[src/hdl/weighted_two_queue_scheduler_defines.svh]
// assertion macros used by the scheduler control rtl (wtqs_ctrl)
`ifndef WEIGHTED_TWO_QUEUE_SCHEDULER_DEFINES_SVH
`define WEIGHTED_TWO_QUEUE_SCHEDULER_DEFINES_SVH

// same-cycle implication, checked out of reset
`define WTQS_ASSERT_IMP(name, ante, cons) \
  name: assert property (@(posedge clk_i) disable iff (!rst_ni) (ante) |-> (cons)) \
    else $error("wtqs check failed");

// next-cycle implication, checked out of reset
`define WTQS_ASSERT_NXT(name, ante, cons) \
  name: assert property (@(posedge clk_i) disable iff (!rst_ni) (ante) |=> (cons)) \
    else $error("wtqs check failed");

`endif

[src/hdl/wtqs_pkg.sv]
// shared types and constants of the weighted two-queue scheduler
`default_nettype none

package wtqs_pkg;

  localparam int QueueDepth = 16;
  localparam int PtrW       = $clog2(QueueDepth);
  localparam int CntW       = $clog2(QueueDepth + 1);
  localparam int TurnW      = 4;

  localparam logic CmdEnq  = 1'b0;
  localparam logic CmdNext = 1'b1;

  localparam logic QSelCommon = 1'b0;
  localparam logic QSelPref   = 1'b1;

  localparam logic [1:0] StQueued = 2'd0;
  localparam logic [1:0] StFull   = 2'd1;
  localparam logic [1:0] StServed = 2'd2;
  localparam logic [1:0] StEmpty  = 2'd3;

  localparam logic [TurnW-1:0] TurnsReset = TurnW'(2);

  typedef struct packed {
    logic signed [31:0] id;
    logic [7:0]         age;
    logic               pref;
  } rec_t;

  localparam int RecW = $bits(rec_t);

  typedef struct packed {
    logic            we;
    logic [PtrW-1:0] waddr;
    rec_t            wdata;
    logic            re;
    logic [PtrW-1:0] raddr;
  } ram_req_t;

  typedef struct packed {
    logic       valid;
    logic [1:0] status;
    logic       from;
    logic       common_empty;
    logic       pref_empty;
  } res_t;

endpackage

`default_nettype wire

[src/hdl/wtqs_ram.sv]
// generic single-write, single-read synchronous ram with registered read data
`default_nettype none

module wtqs_ram #(
  parameter int Width = 8,
  parameter int Depth = 16,
  parameter int AddrW = $clog2(Depth)
) (
  input  wire logic             clk_i,
  input  wire logic             we_i,
  input  wire logic [AddrW-1:0] waddr_i,
  input  wire logic [Width-1:0] wdata_i,
  input  wire logic             re_i,
  input  wire logic [AddrW-1:0] raddr_i,
  output logic      [Width-1:0] rdata_o
);

  logic [Width-1:0] mem [Depth];

  always_ff @(posedge clk_i) begin
    if (we_i) begin
      mem[waddr_i] <= wdata_i;
    end
  end

  always_ff @(posedge clk_i) begin
    if (re_i) begin
      rdata_o <= mem[raddr_i];
    end
  end

endmodule

`default_nettype wire

[src/hdl/wtqs_ctrl.sv]
// queue pointers, round position and the per-item decision
`default_nettype none

module wtqs_ctrl import wtqs_pkg::*; (
  input  wire logic             clk_i,
  input  wire logic             rst_ni,
  input  wire logic             accept_i,
  input  wire logic             cmd_i,
  input  wire logic             queue_select_i,
  input  wire rec_t             rec_i,
  input  wire logic             cfg_we_i,
  input  wire logic [TurnW-1:0] cfg_wdata_i,
  output ram_req_t              common_req_o,
  output ram_req_t              pref_req_o,
  output res_t                  res_o
);

  `include "weighted_two_queue_scheduler_defines.svh"

  logic [PtrW-1:0]  common_head_q, common_head_d, pref_head_q, pref_head_d;
  logic [CntW-1:0]  common_cnt_q, common_cnt_d, pref_cnt_q, pref_cnt_d;
  logic [TurnW-1:0] slot_q, slot_d, turns_q, turns_k, slot_cur;
  logic             valid_q, from_q, from_d, use_pref;
  logic [1:0]       status_q, status_d;

  assign turns_k = (turns_q == '0) ? TurnW'(1) : turns_q;

  always_comb begin
    common_head_d = common_head_q;
    pref_head_d   = pref_head_q;
    common_cnt_d  = common_cnt_q;
    pref_cnt_d    = pref_cnt_q;
    slot_d        = slot_q;
    status_d      = status_q;
    from_d        = 1'b0;
    slot_cur      = slot_q;
    use_pref      = 1'b0;
    common_req_o  = '0;
    pref_req_o    = '0;
    common_req_o.wdata = rec_i;
    pref_req_o.wdata   = rec_i;
    common_req_o.waddr = common_head_q + common_cnt_q[PtrW-1:0];
    pref_req_o.waddr   = pref_head_q + pref_cnt_q[PtrW-1:0];
    common_req_o.raddr = common_head_q;
    pref_req_o.raddr   = pref_head_q;
    if (accept_i) begin
      if (cmd_i == CmdEnq) begin
        if (queue_select_i == QSelPref) begin
          if (pref_cnt_q == CntW'(QueueDepth)) begin
            status_d = StFull;
          end else begin
            status_d      = StQueued;
            pref_req_o.we = 1'b1;
            pref_cnt_d    = pref_cnt_q + CntW'(1);
          end
        end else begin
          if (common_cnt_q == CntW'(QueueDepth)) begin
            status_d = StFull;
          end else begin
            status_d        = StQueued;
            common_req_o.we = 1'b1;
            common_cnt_d    = common_cnt_q + CntW'(1);
          end
        end
      end else if (common_cnt_q == '0 && pref_cnt_q == '0) begin
        status_d = StEmpty;
        slot_d   = TurnW'(1);
      end else begin
        // an empty turn queue hands the turn to the other queue
        use_pref = (slot_q == '0);
        if (use_pref && pref_cnt_q == '0) begin
          use_pref = 1'b0;
          slot_cur = TurnW'(1);
        end else if (!use_pref && common_cnt_q == '0) begin
          use_pref = 1'b1;
          slot_cur = '0;
        end
        status_d = StServed;
        from_d   = use_pref;
        if (use_pref) begin
          pref_req_o.re = 1'b1;
          pref_head_d   = pref_head_q + PtrW'(1);
          pref_cnt_d    = pref_cnt_q - CntW'(1);
        end else begin
          common_req_o.re = 1'b1;
          common_head_d   = common_head_q + PtrW'(1);
          common_cnt_d    = common_cnt_q - CntW'(1);
        end
        slot_d = (slot_cur >= turns_k) ? '0 : slot_cur + TurnW'(1);
      end
    end
  end

  always_ff @(posedge clk_i or negedge rst_ni) begin
    if (!rst_ni) begin
      common_head_q <= '0;
      pref_head_q   <= '0;
      common_cnt_q  <= '0;
      pref_cnt_q    <= '0;
      slot_q        <= TurnW'(1);
      turns_q       <= TurnsReset;
      valid_q       <= 1'b0;
      status_q      <= StQueued;
      from_q        <= 1'b0;
    end else begin
      common_head_q <= common_head_d;
      pref_head_q   <= pref_head_d;
      common_cnt_q  <= common_cnt_d;
      pref_cnt_q    <= pref_cnt_d;
      slot_q        <= slot_d;
      valid_q       <= accept_i;
      status_q      <= status_d;
      from_q        <= from_d;
      if (cfg_we_i) begin
        turns_q <= cfg_wdata_i;
      end
    end
  end

  // counts are already the post-item values while the result is shown
  assign res_o.valid        = valid_q;
  assign res_o.status       = status_q;
  assign res_o.from         = from_q;
  assign res_o.common_empty = (common_cnt_q == '0);
  assign res_o.pref_empty   = (pref_cnt_q == '0);

  `WTQS_ASSERT_IMP(a_common_cnt_range, 1'b1, common_cnt_q <= CntW'(QueueDepth))
  `WTQS_ASSERT_IMP(a_pref_cnt_range, 1'b1, pref_cnt_q <= CntW'(QueueDepth))
  `WTQS_ASSERT_IMP(a_one_access, 1'b1,
                   $countones({common_req_o.we, common_req_o.re, pref_req_o.we, pref_req_o.re}) <= 1)
  `WTQS_ASSERT_NXT(a_both_empty,
                   accept_i && cmd_i == CmdNext && common_cnt_q == '0 && pref_cnt_q == '0,
                   status_q == StEmpty && slot_q == TurnW'(1))
  `WTQS_ASSERT_NXT(a_full_drop,
                   accept_i && cmd_i == CmdEnq && queue_select_i == QSelCommon &&
                   common_cnt_q == CntW'(QueueDepth),
                   status_q == StFull && $stable(common_cnt_q))

endmodule

`default_nettype wire

[src/hdl/weighted_two_queue_scheduler.sv]
// top level: two record rams around the scheduling control
// the result strobe rises in the cycle after start is taken
// throughput: one item per cycle; busy stays low, each access is one ram port
// a call-next reads the head entry, the ram's registered read feeds the result
// the result is shown for one cycle only, the receiver cannot stall it
// reset: queues empty, round slot 1, common_turns 2; ram contents are not cleared
`default_nettype none

module weighted_two_queue_scheduler import wtqs_pkg::*; (
  input  wire logic              clk_i,
  input  wire logic              rst_ni,
  input  wire logic              start,
  output logic                   busy,
  input  wire logic              cmd_i,
  input  wire logic              queue_select_i,
  input  wire logic signed [31:0] patient_id_i,
  input  wire logic        [7:0] age_i,
  input  wire logic              preferential_i,
  input  wire logic              cfg_we_i,
  input  wire logic [TurnW-1:0]  cfg_wdata_i,
  output logic                   strobe_o,
  output logic             [1:0] status_o,
  output logic                   served_from_o,
  output logic signed     [31:0] out_id_o,
  output logic             [7:0] out_age_o,
  output logic                   out_preferential_o,
  output logic                   common_empty_o,
  output logic                   pref_empty_o
);

  ram_req_t        common_req, pref_req;
  res_t            res;
  rec_t            in_rec, rd_rec;
  logic [RecW-1:0] common_rdata, pref_rdata;
  logic            accept, served;

  assign busy   = 1'b0;
  assign accept = start && !busy;

  assign in_rec.id   = patient_id_i;
  assign in_rec.age  = age_i;
  assign in_rec.pref = preferential_i;

  wtqs_ctrl u_ctrl (
    .clk_i          (clk_i),
    .rst_ni         (rst_ni),
    .accept_i       (accept),
    .cmd_i          (cmd_i),
    .queue_select_i (queue_select_i),
    .rec_i          (in_rec),
    .cfg_we_i       (cfg_we_i),
    .cfg_wdata_i    (cfg_wdata_i),
    .common_req_o   (common_req),
    .pref_req_o     (pref_req),
    .res_o          (res)
  );

  wtqs_ram #(.Width(RecW), .Depth(QueueDepth)) u_common_ram (
    .clk_i   (clk_i),
    .we_i    (common_req.we),
    .waddr_i (common_req.waddr),
    .wdata_i (common_req.wdata),
    .re_i    (common_req.re),
    .raddr_i (common_req.raddr),
    .rdata_o (common_rdata)
  );

  wtqs_ram #(.Width(RecW), .Depth(QueueDepth)) u_pref_ram (
    .clk_i   (clk_i),
    .we_i    (pref_req.we),
    .waddr_i (pref_req.waddr),
    .wdata_i (pref_req.wdata),
    .re_i    (pref_req.re),
    .raddr_i (pref_req.raddr),
    .rdata_o (pref_rdata)
  );

  assign rd_rec = res.from ? rec_t'(pref_rdata) : rec_t'(common_rdata);
  assign served = (res.status == StServed);

  assign strobe_o           = res.valid;
  assign status_o           = res.status;
  assign served_from_o      = served ? res.from : 1'b0;
  assign out_id_o           = served ? rd_rec.id : '0;
  assign out_age_o          = served ? rd_rec.age : '0;
  assign out_preferential_o = served ? rd_rec.pref : 1'b0;
  assign common_empty_o     = res.common_empty;
  assign pref_empty_o       = res.pref_empty;

endmodule

`default_nettype wire
[config.mk]
export PLATFORM = sky130hd
export DESIGN_NAME = weighted_two_queue_scheduler
export DESIGN_NICKNAME = d
export VERILOG_FILES = /design/src/hdl/wtqs_pkg.sv /design/src/hdl/wtqs_ram.sv /design/src/hdl/wtqs_ctrl.sv /design/src/hdl/weighted_two_queue_scheduler.sv
export VERILOG_INCLUDE_DIRS = /design/src /design/src/hdl
export SDC_FILE = /design/constraint.sdc
export NUM_CORES = 1
export LEC_CHECK = 0
export BUFFER_PORTS_ARGS = -buffer_cell sky130_fd_sc_hd__buf_2
export CORE_MARGIN = 3
export CORE_UTILIZATION = 50
export CTS_CLUSTER_DIAMETER = 120
export DETAILED_ROUTE_END_ITERATION = 16
export GPL_ROUTABILITY_DRIVEN = 0
export HOLD_SLACK_MARGIN = 0.06
export PLACE_DENSITY = 0.71
export SYNTH_ARGS = -nofsm -noshare
export SYNTH_HDL_FRONTEND = slang
export SYNTH_SLANG_ARGS = --single-unit
[constraint.sdc]
create_clock -name clk_i -period 11.6 [get_ports clk_i]
set_input_delay 1.74 -clock clk_i [delete_from_list [all_inputs] [get_ports clk_i]]
set_output_delay 1.74 -clock clk_i [all_outputs]
set_load 0.01 [all_outputs]
# After elaboration in Yosys (flattened, before gate mapping)
# Memories as Yosys holds them, arrays and structs flattened. A register that Yosys moved wholly into a read port is not among the register bits.
# Cells that the tools add are included.
# word_totals
input_bits,51
reg_bits,30
mem_bits_rw,1312
n_memories,2
# classes
reduce_logical,14
magnitude_cmp,1
n_addsub,9
n_bitwise,2
eq_ne,9
muxes,56
# mem_list
memory,words,word_bits,rd,rd_ports_with_merged_regs,write_ports,line,text
u_common_ram.mem,16,41,1,1,1,wtqs_ram.sv:18,logic [Width-1:0] mem [Depth];
u_pref_ram.mem,16,41,1,1,1,wtqs_ram.sv:18,
# op_table
op,count
$mux W5,10
$mux W41,1
$mux W1,33
$mux W32,1
$mux W4,8
$add A4 B1 Y4 const B,3
$add A5 B1 Y5 const B,2
$eq A5 B5 Y1 const B,2
$logic_not A5 Y1,2
$ne A2 B2 Y1 const B,5
$reduce_and A5 Y1,2
$sub A5 B1 Y5 const B,2
$add A4 B4 Y4,2
$logic_not A4 Y1,2
$mux W8,1
$reduce_and A4 Y1,2
$ge A4 B4 Y1,1
$mux W2,2
$logic_and A1 B1 Y1,3
$eq A2 B2 Y1 const B,1
$ne A2 B1 Y1 const B,1
$not A1 Y1,2
$reduce_and A2 Y1,1
$reduce_bool A2 Y1,1
$logic_not A1 Y1,1

# Logic depth before layout (Yosys ltp)
# logic_depth
word_depth,12
depth_mapped,10

# Cells and area by module
# A second synthesis with hierarchy kept.
# hier_totals
hier_cells,2499
area_unflattened_um2,54917.7
# by_module_without_submodules
mod,area_each_um2,seq_area_each_um2,cells_per_inst,n_inst
wtqs_ram,25786.0,20930.1,1066,2
wtqs_ctrl,2640.0,753.2,270,1
weighted_two_queue_scheduler,705.7,0.0,97,1

# Worst setup path before layout
# Ideal clock, no wire load.
# synth_timing
path_kind,input to register
from,input start
to,register u_ctrl.pref_head_q[3]
stages,5
path_buffers,1
setup_slack_ns,5.299
arrival_time_ns,6.164
cell_sequence,clkbuf_1 -> nand2_1 -> a211oi_1 -> nand4_1 -> xnor2_1
# synth_between
elab_chain_cells,1
# synth_lines
element,line,text
"start, declared",weighted_two_queue_scheduler.sv:12,"input wire logic start,"
$reduce_and A4 Y1 (no line),-,
"end signal, assigned",wtqs_ctrl.sv:107,pref_head_q <= pref_head_d;
"end, declared",wtqs_ctrl.sv:20,"logic [PtrW-1:0] common_head_q, common_head_d, pref_head_q, pref_head_d;"
# Every way passes these cells.
# A chain may end at the register's enable or synchronous reset.

# Worst setup path after layout
# layout_timing
from,register u_ctrl.pref_head_q[1]
to,memory u_pref_ram.mem[12][10] (netlist bit) (enable)
# layout_between
elab_chain_cells,1
# layout_lines
element,line,text
$add A4 B4 Y4,wtqs_ctrl.sv:43,pref_req_o.waddr = pref_head_q + pref_cnt_q[PtrW-1:0];
"end, declared",wtqs_ram.sv:18,
# Every way passes these cells.

==> flow_summary.json <==
{
  "relSlewSlack": 0.238,
  "io_pins": 99,
  "io_buffers": 97,
  "yosysUniqueCellTypes": 59,
  "drt-total-wl_mm": 120,
  "r2r_end": "u_pref_ram.mem[12][10]",
  "post-synth-top-count-cell": "edfxtp_1",
  "leakage_nw": 19.1,
  "crit_required_ns": 11.98,
  "slew_violations": 0,
  "fp.dieH_um": 336,
  "ctsHoldBuffers": 0,
  "synth_seq_cells": 1424,
  "ir_drop_uv": 174,
  "num_vias": 24200,
  "grt_pass1_wl_mm": 177,
  "numCtsBuffers": 137,
  "final-hold-violation-count": 0,
  "root_buffer": "clkbuf_16",
  "yosys-top-cells-area": "edfxtp_1 77%, mux4_2 17%, dfrtp_1 1.3%",
  "die_w_um": 336,
  "hp-start": "u_ctrl.turns_q[0]",
  "drt_iter0_markers": 2791,
  "max_cap_violations": 0,
  "fmax_mhz": 211,
  "r2r_start": "u_ctrl.pref_head_q[1]",
  "firstDrtPassIters": 6,
  "ys.warnings.count": 0,
  "grt_pass1_vias": 25500,
  "worstSetupPathType": "reg2reg",
  "setup_viol": 0,
  "worstPathArrival_ns": 5.12,
  "layout-drive-gt1-share": 0.326,
  "final_util": 0.570,
  "ff2ff_setup_slack_ns": 6.86,
  "dp_hpwl_mm": 64.4,
  "rows": 120,
  "rsz0062_at_grt": "false",
  "htreeDepth": 4,
  "die_area_mm2": 0.113,
  "syn_to_final_growth_pct": 12.7,
  "final.min_clock_period_ns": 4.74,
  "cts_buffer_depth": 3,
  "vias_per_cell": 6.17,
  "num-nets-final": 2478,
  "synth_area_leader_cell": "edfxtp_1",
  "postCtsSetupBuffers": 0,
  "fin_skew_ns": 0.0230,
  "cp_max_fo": 57,
  "status": "finished, final reports clean",
  "synth_area_mm2": 0.0544,
  "grt_max_degree": 74,
  "wl_per_cell_um": 30.5,
  "crit_path_start": "u_ctrl.pref_head_q[1]",
  "cts_tree": "done",
  "ant_nets": 0,
  "clk_pin_slew_ns": 0.07,
  "r2r_cells": 8,
  "cts_num_sinks": 1424,
  "power.density_mw_per_mm2": 236,
  "cts_resized": 0,
  "drc": 0,
  "synth_commonest_cells": "1394 x edfxtp_1, 410 x mux4_2, 75 x nor2_1, 65 x clkbuf_1, 43 x mux2i_1",
  "async_flop_share": 0.0211,
  "grt.total_usage": 0.218,
  "crit_path_end_kind": "flip-flop",
  "syn_inst": 2233,
  "insertion_delay_ns": 0.73,
  "synth_edf_count": 1394,
  "synth_nets": 2306,
  "worstHoldPathType": "reg2reg",
  "synth_ff_type": "edfxtp_1",
  "crit_end": "u_pref_ram.mem[12][10]",
  "antenna_found_initial": 6,
  "fin_crit_sh": 0.409,
  "coreArea_mm2": 0.108,
  "cp-start-kind": "flip-flop",
  "syn_area_per_cell_um2": 24.4,
  "ys_seq_area_frac": 0.784,
  "grt-ovfl-total": 0,
  "start_util": 0.506,
  "synth_top_area_frac": 0.770,
  "worst_pin_slew_ns": 1.14,
  "totalNegativeSetupSlack_ns": 0
}
## power breakdown
part | switching, mW | internal (mW) | total (mW)
Sequential | 0.444 | 6.17 | 6.61
Combinational | 1.67 | 1.71 | 3.37
Clock | 1.84 | 2.61 | 4.45
## placed cells by master, fill, tap and decap left out, types with 5 or more instances in the layout
cell and count:
nand2b_1 7, xnor2_1 17, bufinv_16 17, nor2_4 28
inv_6 7, xor2_1 5, mux4_2 410, nand3_1 5
mux2i_1 43, clkbuf_1 26, mux2_2 8, nor2_1 47
buf_4 46, clkinv_1 27, edfxtp_1 1394, buf_2 97
a21oi_1 11, dfrtp_1 19, clkbuf_16 141, nand2_1 20
o21ai_0 8, ha_1 18, clkinvlp_4 7, clkinv_2 19
inv_1 12, dfrtp_4 7
## area by class of cell
class	instances	area [um^2]
multi-input combinational	687	11500
fill	7501	46200
clock buffer	167	3630
sequential	1424	42600
clock inverter	80	865
tap	1403	1760
antenna	4	10.0
inverter	12	45.0
timing repair buffer	143	831
## state kept, by name, summed over array words and instances, names as in the netlist
| name | flops |
|---|---|
| u_ctrl.valid_q | 1 |
| u_ctrl.pref_cnt_q | 5 |
| u_ctrl.from_q | 1 |
| u_ctrl.common_head_q | 4 |
| u_ctrl.pref_head_q | 4 |
| u_pref_ram.mem | 656 |
| u_pref_ram.rdata_o | 41 |
| u_common_ram.mem | 656 |
| u_ctrl.common_cnt_q | 5 |
| u_ctrl.status_q | 2 |
| u_ctrl.slot_q | 4 |
| u_ctrl.turns_q | 4 |
| u_common_ram.rdata_o | 41 |
## cell families (layout without fill, tap and decap cells)
logic type / after synthesis / count (layout) / synth area share
muxes: 463 / 463 / 0.180
DFF: 1424 / 1424 / 0.784
buffers and inverters: 122 / 402 / 0.00959
and+or+nand+nor: 141 / 141 / 0.0127
AOI/OAI and AO/OA: 37 / 37 / 0.00463
other: 1 / 5 / 0.0000690
xor gates and xnor gates: 23 / 23 / 0.00384
adders and majority gates: 22 / 22 / 0.00561
## worst min-delay path by stage
| stage | endpoint | slack (ns) | cells after the start |
|---|---|---|---|
| 2_1_floorplan | u_ctrl.turns_q[0] | 0.47 | 1 |
| 3_3_place_gp | u_ctrl.turns_q[0] | 0.49 | 1 |
| 3_5_place_dp | u_ctrl.turns_q[0] | 0.51 | 1 |
| 4_1_cts | u_ctrl.turns_q[0] | 0.52 | 1 |
| 5_1_grt | u_ctrl.turns_q[0] | 0.55 | 1 |
| 6_report | u_ctrl.turns_q[0] | 0.52 | 1 |
## through the flow
step,power [mW],instance area (um^2),setup slack (ns),hold WS (ns),std cells
after global placement,10.0,56800,6.85,0.488,3669
final,14.4,61300,6.86,0.518,3920
after CTS,14.6,61300,6.85,0.523,3916
after global routing,15.0,61300,6.71,0.549,3917
after floorplan,9.00,54400,5.30,0.473,2233
after detailed placement,10.1,56800,6.68,0.508,3669
## per-layer routing
layer | vias to the layer above | wire length (um) | part of all wire | global-route usage
met5 | - | 0 | 0 | 0
met4 | 0 | 3340 | 0.028 | 0.0659
met3 | 188 | 7290 | 0.061 | 0.0356
met2 | 975 | 63400 | 0.53 | 0.376
met1 | 13100 | 45600 | 0.38 | 0.287
li1 | 9904 | - | - | -
## critical path, stage by stage (launching register included)
cell      delay [ns]
dfrtp_4         0.92
buf_4           0.79
ha_1            0.36
a21o_1          0.18
a21oi_1         0.20
xnor2_1         0.19
nand2b_1        0.37
nor2b_4         0.83
buf_4           0.47
(Power assumes the default switching activity.)
